**src/sv/ttemp_pkg.sv**
```systemverilog
// Shared constants, types and state codes of the tap tempo estimator.
`default_nettype none

package ttemp_pkg;

	// Tap history
	localparam int WINDOW = 8;
	localparam int SLOT_W = $clog2(WINDOW);
	localparam int CNT_W  = $clog2(WINDOW + 1);

	// Field widths
	localparam int TIME_W     = 32;
	localparam int TR_W       = 24;
	localparam int BPM_W      = 11;
	localparam int OUT_DATA_W = 16;

	// Fold limits: 60 and 180 BPM in tenths with 8 fraction bits
	localparam int FOLD_LOW   = 153600;
	localparam int FOLD_HIGH  = 460800;
	localparam int FOLD_LOW_W = 18;
	localparam int K_W        = FOLD_LOW_W + SLOT_W;

	// Datapath widths
	localparam int NUM_W  = (TR_W + K_W + 1 > 52) ? TR_W + K_W + 1 : 52;
	localparam int MB_W   = (K_W > NUM_W - TIME_W) ? K_W : NUM_W - TIME_W;
	localparam int PROD_W = TIME_W + MB_W;
	localparam int DEN_W  = TIME_W + 1;
	localparam int Q_W    = 19;
	localparam int QCNT_W = $clog2(Q_W);
	localparam int FRAC_W = 8;
	localparam int ROUND_HALF = 128;

	// Register port
	localparam int ADDR_W    = 3;
	localparam int DATA_W    = 32;
	localparam int REG_IDX_W = ADDR_W - 2;
	localparam logic [REG_IDX_W-1:0] REG_TICK_RATE = '0;
	localparam logic [TR_W-1:0] TICK_RATE_RESET = TR_W'(1000000);

	typedef enum logic [2:0] {
		ST_IDLE,
		ST_MUL_NUM,
		ST_MUL_LO,
		ST_MUL_HI,
		ST_FOLD_LO,
		ST_FOLD_HI,
		ST_DIV,
		ST_DONE
	} state_t;

	// What the tap history says about the tap being pushed
	typedef struct packed {
		logic              emit;
		logic [SLOT_W-1:0] intervals;
		logic [TIME_W-1:0] oldest;
	} ring_info_t;

endpackage

`default_nettype wire

```
**src/sv/ttemp_mul.sv**
```systemverilog
// Shared unsigned multiplier of the tap tempo estimator.
`default_nettype none

module ttemp_mul (
	input  logic [ttemp_pkg::TIME_W-1:0] a,
	input  logic [ttemp_pkg::MB_W-1:0]   b,
	output logic [ttemp_pkg::PROD_W-1:0] p
);
	import ttemp_pkg::*;

	assign p = PROD_W'(a) * PROD_W'(b);

endmodule

`default_nettype wire

```
**src/sv/ttemp_alu.sv**
```systemverilog
// Shared subtract and compare unit of the tap tempo estimator.
`default_nettype none

module ttemp_alu (
	input  logic [ttemp_pkg::NUM_W-1:0] a,
	input  logic [ttemp_pkg::NUM_W-1:0] b,
	output logic                        ge,
	output logic [ttemp_pkg::NUM_W-1:0] diff
);
	import ttemp_pkg::*;

	logic borrow;

	// a >= b exactly when the subtraction does not borrow
	assign {borrow, diff} = {1'b0, a} - {1'b0, b};
	assign ge = ~borrow;

endmodule

`default_nettype wire

```
**src/sv/ttemp_ring.sv**
```systemverilog
// Tap history ring with fill count and write pointer.
`default_nettype none

module ttemp_ring (
	input  logic                         clk,
	input  logic                         arst_n,
	input  logic                         push,
	input  logic [ttemp_pkg::TIME_W-1:0] tap_time,
	output ttemp_pkg::ring_info_t        info
);
	import ttemp_pkg::*;

	logic [TIME_W-1:0] tap_ring_q [WINDOW];
	logic [CNT_W-1:0]  tap_count_q;
	logic [SLOT_W-1:0] write_slot_q;
	logic [CNT_W-1:0]  count_nxt;
	logic [SLOT_W-1:0] slot_nxt;

	assign count_nxt = (tap_count_q < CNT_W'(WINDOW)) ? tap_count_q + CNT_W'(1) : tap_count_q;
	assign slot_nxt  = (write_slot_q == SLOT_W'(WINDOW - 1)) ? '0 : write_slot_q + SLOT_W'(1);

	// Oldest kept tap: slot 0 while filling, else the slot written next.
	// Neither is the slot being written now, except at the first tap, which emits nothing.
	always_comb begin
		info.emit      = (count_nxt >= CNT_W'(2));
		info.intervals = SLOT_W'(count_nxt - CNT_W'(1));
		info.oldest    = (count_nxt == CNT_W'(WINDOW)) ? tap_ring_q[slot_nxt] : tap_ring_q[0];
	end

	always_ff @(posedge clk) begin
		if (push) begin
			tap_ring_q[write_slot_q] <= tap_time;
		end
	end

	always_ff @(posedge clk or negedge arst_n) begin
		if (!arst_n) begin
			tap_count_q  <= '0;
			write_slot_q <= '0;
		end else if (push) begin
			tap_count_q  <= count_nxt;
			write_slot_q <= slot_nxt;
		end
	end

endmodule

`default_nettype wire

```
**src/sv/tap_tempo_estimator_top.sv**
```systemverilog
// Top level of the tap tempo estimator: sequencer, datapath and ports.
// Usage:
//  - Slave stream (s_tvalid/s_tready/s_tdata) takes one tap item: the
//    32-bit tick counter value at the tap. An item moves when tvalid and
//    tready are both high at a rising edge.
//  - Master stream (m_tvalid/m_tready/m_tdata/m_tuser) gives one result
//    item per tap from the second tap on: tempo in tenths of BPM (600 to
//    1800, else 0) in m_tdata, span error flag in m_tuser. The first tap gives none.
//  - APB port holds tick_rate (ticks per second) at byte address 0; write
//    it only while the block is idle. pready is tied high.
//  - Sequence: a zero span or zero rate goes from accept straight to the
//    done state with tempo 0; else the shared multiplier forms num, lo
//    and hi in turn, each fold compare and doubling runs on the shared
//    subtractor, then a divide yields the 19-bit quotient.
//  - Throughput: one tap at a time; s_tready is low from the accept of a
//    tap that gives an item until that item is in the output register.
//  - Stall: hold a finished item in the output register while m_tready is
//    low; the next tap is still taken, and its item waits in the done state
//    only while the output register is still full.
//  - Reset (arst_n low): empty tap history, tick_rate = 1000000, no item.
`default_nettype none

module tap_tempo_estimator_top (
	input  logic                             clk,
	input  logic                             arst_n,
	// Register port
	input  logic                             psel,
	input  logic                             penable,
	input  logic                             pwrite,
	input  logic [ttemp_pkg::ADDR_W-1:0]     paddr,
	input  logic [ttemp_pkg::DATA_W-1:0]     pwdata,
	output logic [ttemp_pkg::DATA_W-1:0]     prdata,
	output logic                             pready,
	// Tap stream
	input  logic                             s_tvalid,
	output logic                             s_tready,
	input  logic [ttemp_pkg::TIME_W-1:0]     s_tdata,   // [31:0] tap_time
	// Result stream
	output logic                             m_tvalid,
	input  logic                             m_tready,
	output logic [ttemp_pkg::OUT_DATA_W-1:0] m_tdata,   // [10:0] bpm_tenths, [15:11] zero
	output logic                             m_tuser    // [0] span_error
);
	import ttemp_pkg::*;

	state_t state_q, state_nxt;

	logic [TR_W-1:0]   tick_rate_q;
	logic [MB_W-1:0]   k_q;
	logic [DEN_W-1:0]  den_q;
	logic [NUM_W-1:0]  num_q;
	logic [NUM_W-1:0]  lo_q;
	logic [NUM_W-1:0]  hi_q;
	logic [Q_W-1:0]    q_q;
	logic [QCNT_W-1:0] step_q;
	logic              res_err_q;
	logic              out_valid_q;
	logic [BPM_W-1:0]  out_bpm_q;
	logic              out_err_q;

	logic              accept;
	logic              load_out;
	logic              cfg_write;
	logic [TIME_W-1:0] span;
	logic              early_done;
	ring_info_t        info;

	logic [TIME_W-1:0] mul_a;
	logic [MB_W-1:0]   mul_b;
	logic [PROD_W-1:0] prod;
	logic [NUM_W-1:0]  alu_a;
	logic [NUM_W-1:0]  alu_b;
	logic              alu_ge;
	logic [NUM_W-1:0]  alu_diff;
	logic [Q_W:0]      q_rounded;

	// ---------------------------------------------------------------
	// Register port
	// ---------------------------------------------------------------
	assign pready    = 1'b1;
	assign cfg_write = psel & penable & pwrite & pready;

	always_ff @(posedge clk or negedge arst_n) begin
		if (!arst_n) begin
			tick_rate_q <= TICK_RATE_RESET;
		end else if (cfg_write && paddr[ADDR_W-1:2] == REG_TICK_RATE) begin
			tick_rate_q <= pwdata[TR_W-1:0];
		end
	end

	assign prdata = (paddr[ADDR_W-1:2] == REG_TICK_RATE) ? DATA_W'(tick_rate_q) : '0;

	// ---------------------------------------------------------------
	// Tap history
	// ---------------------------------------------------------------
	assign accept = s_tvalid & s_tready;

	ttemp_ring u_ring (
		.clk      (clk),
		.arst_n   (arst_n),
		.push     (accept),
		.tap_time (s_tdata),
		.info     (info)
	);

	// Span wraps modulo 2^32, so counter rollover needs no care
	assign span = s_tdata - info.oldest;
	// Zero span or zero tick rate: result is known at once
	assign early_done = (span == '0) || (tick_rate_q == '0);

	// ---------------------------------------------------------------
	// Shared units
	// ---------------------------------------------------------------
	always_comb begin
		mul_a = den_q[TIME_W-1:0];
		mul_b = MB_W'(FOLD_LOW);
		case (state_q)
			ST_MUL_NUM: begin
				mul_a = TIME_W'(tick_rate_q);
				mul_b = k_q;
			end
			ST_MUL_HI: begin
				mul_b = MB_W'(FOLD_HIGH);
			end
			default: begin
				mul_b = MB_W'(FOLD_LOW);
			end
		endcase
	end

	ttemp_mul u_mul (
		.a (mul_a),
		.b (mul_b),
		.p (prod)
	);

	// Fold high compares hi against num; fold low and divide use num against lo
	always_comb begin
		if (state_q == ST_FOLD_HI) begin
			alu_a = hi_q;
			alu_b = num_q;
		end else begin
			alu_a = num_q;
			alu_b = lo_q;
		end
	end

	ttemp_alu u_alu (
		.a    (alu_a),
		.b    (alu_b),
		.ge   (alu_ge),
		.diff (alu_diff)
	);

	// ---------------------------------------------------------------
	// Sequencer: next state
	// ---------------------------------------------------------------
	always_comb begin
		state_nxt = state_q;
		case (state_q)
			ST_IDLE: begin
				if (accept && info.emit) begin
					state_nxt = early_done ? ST_DONE : ST_MUL_NUM;
				end
			end
			ST_MUL_NUM: state_nxt = ST_MUL_LO;
			ST_MUL_LO:  state_nxt = ST_MUL_HI;
			ST_MUL_HI:  state_nxt = ST_FOLD_LO;
			ST_FOLD_LO: begin
				if (alu_ge) begin
					state_nxt = ST_FOLD_HI;
				end
			end
			ST_FOLD_HI: begin
				if (alu_ge) begin
					state_nxt = ST_DIV;
				end
			end
			ST_DIV: begin
				if (step_q == '0) begin
					state_nxt = ST_DONE;
				end
			end
			ST_DONE: begin
				if (load_out) begin
					state_nxt = ST_IDLE;
				end
			end
			default: state_nxt = ST_IDLE;
		endcase
	end

	// ---------------------------------------------------------------
	// Sequencer: outputs
	// ---------------------------------------------------------------
	always_comb begin
		s_tready = 1'b0;
		load_out = 1'b0;
		case (state_q)
			ST_IDLE: s_tready = 1'b1;
			ST_DONE: load_out = ~out_valid_q | m_tready;
			default: begin
				s_tready = 1'b0;
				load_out = 1'b0;
			end
		endcase
	end

	always_ff @(posedge clk or negedge arst_n) begin
		if (!arst_n) begin
			state_q <= ST_IDLE;
		end else begin
			state_q <= state_nxt;
		end
	end

	// ---------------------------------------------------------------
	// Datapath. Tempo is NUM/DEN with NUM = 153600 * rate * intervals
	// and DEN = span; lo and hi track the fold limits times DEN.
	// ---------------------------------------------------------------
	always_ff @(posedge clk) begin
		case (state_q)
			ST_IDLE: begin
				if (accept) begin
					den_q     <= DEN_W'(span);
					k_q       <= MB_W'(FOLD_LOW) * MB_W'(info.intervals);
					q_q       <= '0;
					res_err_q <= (span == '0);
				end
			end
			ST_MUL_NUM: num_q <= prod[NUM_W-1:0];
			ST_MUL_LO:  lo_q  <= prod[NUM_W-1:0];
			ST_MUL_HI:  hi_q  <= prod[NUM_W-1:0];
			ST_FOLD_LO: begin
				// Double the tempo while below 60 BPM
				if (!alu_ge) begin
					num_q <= num_q << 1;
				end
			end
			ST_FOLD_HI: begin
				// Halve the tempo while above 180 BPM, else set up the divide
				if (!alu_ge) begin
					den_q <= den_q << 1;
					hi_q  <= hi_q << 1;
				end else begin
					lo_q   <= NUM_W'(den_q) << (Q_W - 1);
					step_q <= QCNT_W'(Q_W - 1);
				end
			end
			ST_DIV: begin
				// One quotient bit per cycle, divisor shifting down
				if (alu_ge) begin
					num_q <= alu_diff;
				end
				q_q    <= {q_q[Q_W-2:0], alu_ge};
				lo_q   <= lo_q >> 1;
				step_q <= step_q - QCNT_W'(1);
			end
			default: begin
			end
		endcase
	end

	// ---------------------------------------------------------------
	// Output register: round to the nearest tenth, a half rounds up
	// ---------------------------------------------------------------
	assign q_rounded = (Q_W + 1)'(q_q) + (Q_W + 1)'(ROUND_HALF);

	always_ff @(posedge clk or negedge arst_n) begin
		if (!arst_n) begin
			out_valid_q <= 1'b0;
		end else if (load_out) begin
			out_valid_q <= 1'b1;
		end else if (m_tready) begin
			out_valid_q <= 1'b0;
		end
	end

	always_ff @(posedge clk) begin
		if (load_out) begin
			out_bpm_q <= q_rounded[FRAC_W +: BPM_W];
			out_err_q <= res_err_q;
		end
	end

	assign m_tvalid = out_valid_q;
	assign m_tdata  = OUT_DATA_W'(out_bpm_q);
	assign m_tuser  = out_err_q;

endmodule

`default_nettype wire

```
**config.mk**
```make
export PLATFORM = sky130hd
export DESIGN_NAME = tap_tempo_estimator_top
export DESIGN_NICKNAME = d
export VERILOG_FILES = /design/src/sv/ttemp_pkg.sv /design/src/sv/ttemp_mul.sv /design/src/sv/ttemp_alu.sv /design/src/sv/ttemp_ring.sv /design/src/sv/tap_tempo_estimator_top.sv
export SDC_FILE = /design/constraint.sdc
export NUM_CORES = 2
export LEC_CHECK = 0
export BUFFER_PORTS_ARGS = -buffer_cell sky130_fd_sc_hd__buf_4
export CAP_MARGIN = 20
export CELL_PAD_IN_SITES_DETAIL_PLACEMENT = 0
export CELL_PAD_IN_SITES_GLOBAL_PLACEMENT = 1
export CORE_MARGIN = 2
export CORE_UTILIZATION = 35
export CTS_BUF_LIST = sky130_fd_sc_hd__clkbuf_8 sky130_fd_sc_hd__clkbuf_16
export CTS_CLUSTER_DIAMETER = 150
export DETAILED_ROUTE_END_ITERATION = 12
export PLACE_DENSITY = 0.67
export REMOVE_ABC_BUFFERS = 1
export SLEW_MARGIN = 20
export SYNTH_ARGS = -nofsm -noshare
export SYNTH_HDL_FRONTEND = slang
export SYNTH_SLANG_ARGS = --single-unit
```
**constraint.sdc**
```tcl
create_clock -name clk -period 8.7 [get_ports clk]
set_input_delay 1.74 -clock clk [delete_from_list [all_inputs] [get_ports clk]]
set_output_delay 1.74 -clock clk [all_outputs]
set_load 0.01 [all_outputs]
```
## Word-level counts from Yosys, hierarchy flattened

Memory sizes are Yosys's and may differ from the RTL's.
Cells that the tools add are included.

| word-level totals | value |
|---|---|
| register bits | 271 |
| bits in latches | 0 |
| RAM bits | 256 |
| memory bits (read-only) | 0 |
| input port bits | 74 |
| output and inout bits | 52 |
| logic and storage cells | 109 |
| memories kept | 1 |

| operators by class | value |
|---|---|
| $add $sub $neg | 7 |
| $mul | 2 |
| div/mod/pow operators | 0 |
| magnitude comparators | 2 |
| equality and inequality tests | 18 |
| shift-type cells | 0 |
| mux-type cells | 35 |
| bitwise logic cells | 7 |
| reductions and logical operators | 22 |

Memory list:

| name | words | width | read ports | clocked after memory_dff | write ports | line | source |
|---|---|---|---|---|---|---|---|
| u_ring.tap_ring_q | 8 | 32 | 2 | 0 | 1 | ttemp_ring.sv:13 | `logic [TIME_W-1:0] tap_ring_q [WINDOW];` |

Operators by type and width:

| cell | number |
|---|---|
| $mux 52 | 6 |
| $pmux 52 s3 | 2 |
| $pmux 52 s2 | 1 |
| $mux 33 | 2 |
| $pmux 33 s2 | 1 |
| $mux 32 | 2 |
| $sub 52x52->53 | 1 |
| $mul 32x21->52 | 1 |
| $pmux 21 s2 | 1 |
| $pmux 19 s2 | 1 |
| $logic_not 32->1 | 1 |
| $sub 32x32->32 | 1 |
| $logic_not 24->1 | 1 |
| $mux 24 | 1 |
| $pmux 3 s8 | 1 |
| $mux 3 | 7 |
| $add 19x8->19 const B | 1 |
| $mux 19 | 1 |
| $eq 3x3->1 const B | 5 |
| $ne 2x2->1 const B | 7 |
| $mul 7x3->10 const A | 1 |
| $pmux 5 s2 | 1 |
| $reduce_and 2->1 | 5 |
| $reduce_bool 2->1 | 5 |
| other kinds (23) | 37 |

## Depth between registers and ports, before layout

| depth | value |
|---|---|
| depth after elaboration | 10 |
| mapped depth | 33 |
| depth with buffers taken out | 30 |

## Cells and area by module

Synthesis repeated with hierarchy kept, for this count alone.

| unflattened totals | value |
|---|---|
| cells, all modules | 5556 |
| area total of the unflattened synthesis | 52260.1 µm² |

By module, submodules not included:

| module | times used | cells each | area each (µm²) | sequential area each (µm²) |
|---|---|---|---|---|
| ttemp_mul | 1 | 2529 | 22062.4 | 0.0 |
| tap_tempo_estimator_top | 1 | 1848 | 15984.1 | 7796.2 |
| ttemp_ring | 1 | 694 | 11056.9 | 7862.5 |
| ttemp_alu | 1 | 485 | 3156.8 | 0.0 |

## Least setup slack after synthesis

Ideal clock, no wire load.

| timing path | value |
|---|---|
| path type | register -> register |
| start | register state_q[1] |
| end | register lo_q[50] (data pin) |
| library setup time | 0.270 ns |
| arrival time | 7.800 ns |
| data required time | 8.430 ns |
| slack | 0.630 ns |
| cell stages (with the launch flop) | 32 |
| buffers on the path | 3 |
| clock period less this slack | 8.070 ns |
| path through | dfrtp_1 inv_1 ha_1 clkbuf_1 nor2b_1 clkbuf_1 clkbuf_1 nand2_1 nand2_1 nand2_1 fa_1 inv_1 fa_1 fa_1 fa_1 inv_1 fa_1 inv_1 ha_1 ha_1 ha_1 and4_1 a41o_1 a311o_1 o21bai_1 a31oi_1 nor3b_1 nor4_1 o31a_1 nor3_1 a311oi_1 o21ai_0 |

| between the ends | value |
|---|---|
| cells in the longest elaborated chain, start to end | 4 |
| elaborated cells between the ends (all ways) | 9 |
| classes of those cells | mul: 1; eq/ne: 5; mux: 3 |

Ends and longest elaborated chain:

| what | line | source |
|---|---|---|
| from (decl) | tap_tempo_estimator_top.sv:46 | `state_t state_q, state_nxt;` |
| from (signal assigned) | tap_tempo_estimator_top.sv:213 | `state_q <= state_nxt;` |
| $eq 3x2->1 or $eq 3x1->1 (tied branches) | tap_tempo_estimator_top.sv:117 | `case (state_q)` |
| $pmux 21 s2 or $mux 32 (tied branches) | tap_tempo_estimator_top.sv:117 |  |
| $mul 32x21->52 | ttemp_mul.sv:11 | `assign p = PROD_W'(a) * PROD_W'(b);` |
| $pmux 52 s3 (*) | tap_tempo_estimator_top.sv:222 | `case (state_q)` |
| to (signal assigned) | tap_tempo_estimator_top.sv:232 | `ST_MUL_LO: lo_q <= prod[NUM_W-1:0];` |
| to (signal assigned) | tap_tempo_estimator_top.sv:246 | `lo_q <= NUM_W'(den_q) << (Q_W - 1);` |
| to (signal assigned) | tap_tempo_estimator_top.sv:256 | `lo_q <= lo_q >> 1;` |
| to (decl) | tap_tempo_estimator_top.sv:52 | `logic [NUM_W-1:0] lo_q;` |

Every way passes the cells marked *; elsewhere a longest branch is shown, timed or not.
A chain may end at the register's enable or synchronous reset.

## Final worst setup path

Same ends and word-level chain as after synthesis.

==> results by group <==
Outcome
  – Status: complete, no violations

Floorplanning
  – Full die area: ~110,000 sq um
  – Core Area: 109,000 sq um
  – Die Span X: roughly 330 microns
  – Initial core utilization: 0.352
  – Top Ports: roughly 130
  – # rows: 121
  – Die Y: ~330 microns

STA
  – Final Max Tran Viols: 0
  – Worst Tran Pin Value: 1180 ps
  – Tmin final: around 8400 ps
  – Final Setup Violations: 0
  – Slew HR: 0.211
  – Setup_tns: 0 ps
  – Fin. Hold Viols: 0
  – Achievable frequency: between 0.1 and 0.15 GHz
  – Clock Skews: ~38 ps
  – Crit share post-route: 0.965
  – Hold Slack: ~450 ps

Hold path
  – Hold Path Depth: 0
  – Hold Path Class: reg2reg

Cells and area
  – Reg area: roughly 15,000 sq um
  – ANT cells: 0
  – Final cell count without fillers: slightly above 5,000
  – Share of cells above drive strength 1: 0.115
  – Filler Cell Count: 10,606
  – Area of the multi-input gates: roughly 21,000 sq um
  – Final #Nets: between 4,000 and 5,000
  – Area growth syn-to-layout: 12.6%
  – Final Instance Area: roughly 43,000 sq um

Synthesis
  – Async S/R FF share, synth: 0.0678
  – Mapped cell area: between 30,000 and 40,000 sq um
  – Seq/Total Area, Yosys: 0.401
  – Synthesized flop and latch total: between 500 and 600
  – Ys flop type: edfxtp_1
  – Yosys cell types: between 70 and 80
  – Cells after synthesis: around 3,600
  – Post-Syn Area per Cell: 10.7 sq um
  – EDFF count, synth: about 480
  – Warnings, synthesis: 0

Setup path
  – Startpoint Class: flop
  – Crit path arrival time: between 8000 and 9000 ps
  – Crit path launch: state_q[1]$_DFFE_PN0P_
  – Worst R2R Start: state_q[1]$_DFFE_PN0P_
  – Worst reg2reg setup slack: slightly above 300 ps
  – Reg2reg path depth: 29
  – Required @ worst endpoint: between 9000 and 10,000 ps
  – Most used cell, CP: fa_1
  – WP depth: 29
  – Max Fanout on Critical Path: 21
  – CP max-delay cell: nor2_1
  – Top Family by Delay on Critical Path: adder cells
  – Type of the worst setup path: reg2reg
  – CP Capture Type: flop
  – R2R Path End: lo_q[50]$_DFFE_PP_
  – Buffers and inverters on the worst path: 6
  – Crit path capture: lo_q[50]$_DFFE_PP_
  – CP peak stage delay: approximately 570 ps

CTS
  – CTS tree: yes
  – CTS Sinks: 516
  – Clk_lat worst skew: slightly below 700 ps
  – Clk buf depth: 3
  – CTS Buf Count: slightly above 60
  – H-tree levels: 2
  – Clock transition at path regs: 60 ps
  – Root Buffer: clkbuf_16
  – Hold buffers post-CTS: 0

Global routing
  – Initial antenna violation count: 9
  – Global-route wire length before repair: about 160 mm
  – Largest net degree at the start of global routing: 93
  – Grt ovf: 0
  – Vias in the first global route: roughly 27,000
  – GRT Total Usage: 0.186

Routing
  – Drt via density: between 5 and 6
  – DRC Markers: 0
  – Final WL: about 100 mm
  – DRT iter0 DRCs: around 1,800
  – Vias: 27,006
  – DR WL/cell: ~20 microns
  – DRT antenna net count: 0
  – Drt pass-1 iters: 5

Flow run
  – Number of max-cap violations: 0

Place
  – Gpl congestion: around 0.88
  – DP Area: 40,900 sq um
  – Placed Instances: between 5,000 and 6,000
  – Port Buffers: 101
  – Dpl hpwl: around 76 mm
-- repair_timing --
item	4_1_cts	5_1_grt
setup buffers	0	4
gates resized for setup	1	4
pin swaps	0	1
endpoints found under the hold margin	0	0
endpoints found under the setup margin	3	13
-- worst register-to-register path: cells and delay by family (launching register included) --
family / cells / cell delay [ps]
adder cells (fa/ha/maj): 9 / 3740
flip-flops: 1 / 370
AND/OR/NAND/NOR: 7 / 1580
buffers and inverters: 6 / 660
AO/OA/AOI/OAI: 7 / 1730
-- stage by stage --
step,utilization,worst slack (ps)
2_1_floorplan,-,-975
4_1_cts,0.396,23.0
5_1_grt,0.396,-7.48
6_report,0.396,307
3_3_place_gp,0.377,108
3_5_place_dp,0.377,-58.9
-- layer usage --
layer / wire, microns / global-route usage / vias to the layer above / part of all wire
met4: 2080 / 0.0421 / 12 / 0.020
met3: 5320 / 0.0279 / 123 / 0.051
met1: 46000 / 0.250 / 13572 / 0.44
li1: - / - / 12673 / -
met2: 50800 / 0.317 / 626 / 0.49
met5: 80 / 0 / - / 0.00077
-- cells by family after synthesis --
| group | after synthesis | share of synthesized area |
|---|---|---|
| DFF | 516 | 0.401 |
| adders and majority gates | 512 | 0.215 |
| xor gates and xnor gates | 124 | 0.0286 |
| buffers and inverters | 498 | 0.0504 |
| and+or+nand+nor | 1153 | 0.135 |
| muxes | 205 | 0.0757 |
| AOI/OAI and AO/OA | 561 | 0.0939 |
| other | 2 | 0.000197 |
-- area by class of cell --
type	instances	share of cell area
Tap cell	1414	0.0411
Multi-Input combinational cell	2600	0.494
Inverter	313	0.0273
Clock inverter	51	0.0109
Timing Repair Buffer	179	0.0339
Sequential cell	516	0.356
Clock buffer	62	0.0361
-- registers in the layout, summed over array words and instances, names as in the netlist --
name and count:
u_ring.tap_ring_q 256, lo_q 52, num_q 52, hi_q 41
den_q 33, tick_rate_q 24, q_q 19, out_bpm_q 11
k_q 10, step_q 5, u_ring.tap_count_q 4, state_q 3
u_ring.write_slot_q 3, m_tuser 1, m_tvalid 1, res_err_q 1
-- layout by cell type (no fill, tap or decap), drive strengths merged, types with 21 or more instances in the layout --
cell type and n:
o21bai 21, xor2 55, a21oi 153, inv 325
mux4 64, xnor2 69, and3 100, mux2i 110
nand3 46, a21o 61, fa 240, nor2 189
nor2b 41, o21ai 145, conb 45, and2 31
dfrtp 28, ha 272, nand2 613, a22oi 28
nand4 24, clkbuf 62, edfxtp 481, nor3 31
buf 179, clkinv 29, mux2 31
-- synth_stat cells (9+ instances only) --
cell type  count  area [sq um]
mux4_2        64          1440
clkbuf_1     146           548
or2_2          9          56.3
nand2_1      613          2300
nor2_1       189           709
buf_1         23          86.3
and2_1        30           188
nor4_1        17           106
ha_1         272          3400
mux2i_1      110          1100
mux2_2        31           349
nand2b_1      20           125
nand4_1       24           150
a31oi_1       16           100
inv_1        313          1170
or3_1         11          68.8
fa_1         240          4800
o21a_1        16           120
dfrtp_1       28           701
nor2b_1       41           257
a22oi_1       28           210
nand3_1       46           230
a21oi_1      152           761
a211oi_1      12          90.1
edfxtp_1     481         14400
and3_1       100           626
o21bai_1      21           158
o211ai_1      19           143
a21o_1        60           450
nor3_1        31           155
xor2_1        54           473
xnor2_1       69           604
o221ai_1      13           114
buf_4         15           113
o21ai_0      138           691
-- how the worst min path moves through the flow --
stage                        start           endpoint
3_5_place_dp   res_err_q$_DFFE_PP_  m_tuser$_DFFE_PP_
2_1_floorplan  res_err_q$_DFFE_PP_  m_tuser$_DFFE_PP_
3_3_place_gp   res_err_q$_DFFE_PP_  m_tuser$_DFFE_PP_
4_1_cts        res_err_q$_DFFE_PP_  m_tuser$_DFFE_PP_
6_report       res_err_q$_DFFE_PP_  m_tuser$_DFFE_PP_
5_1_grt        res_err_q$_DFFE_PP_  m_tuser$_DFFE_PP_
Power is not shown: default switching activity piles up to over one toggle a cycle in this logic, so the estimate is an artifact.
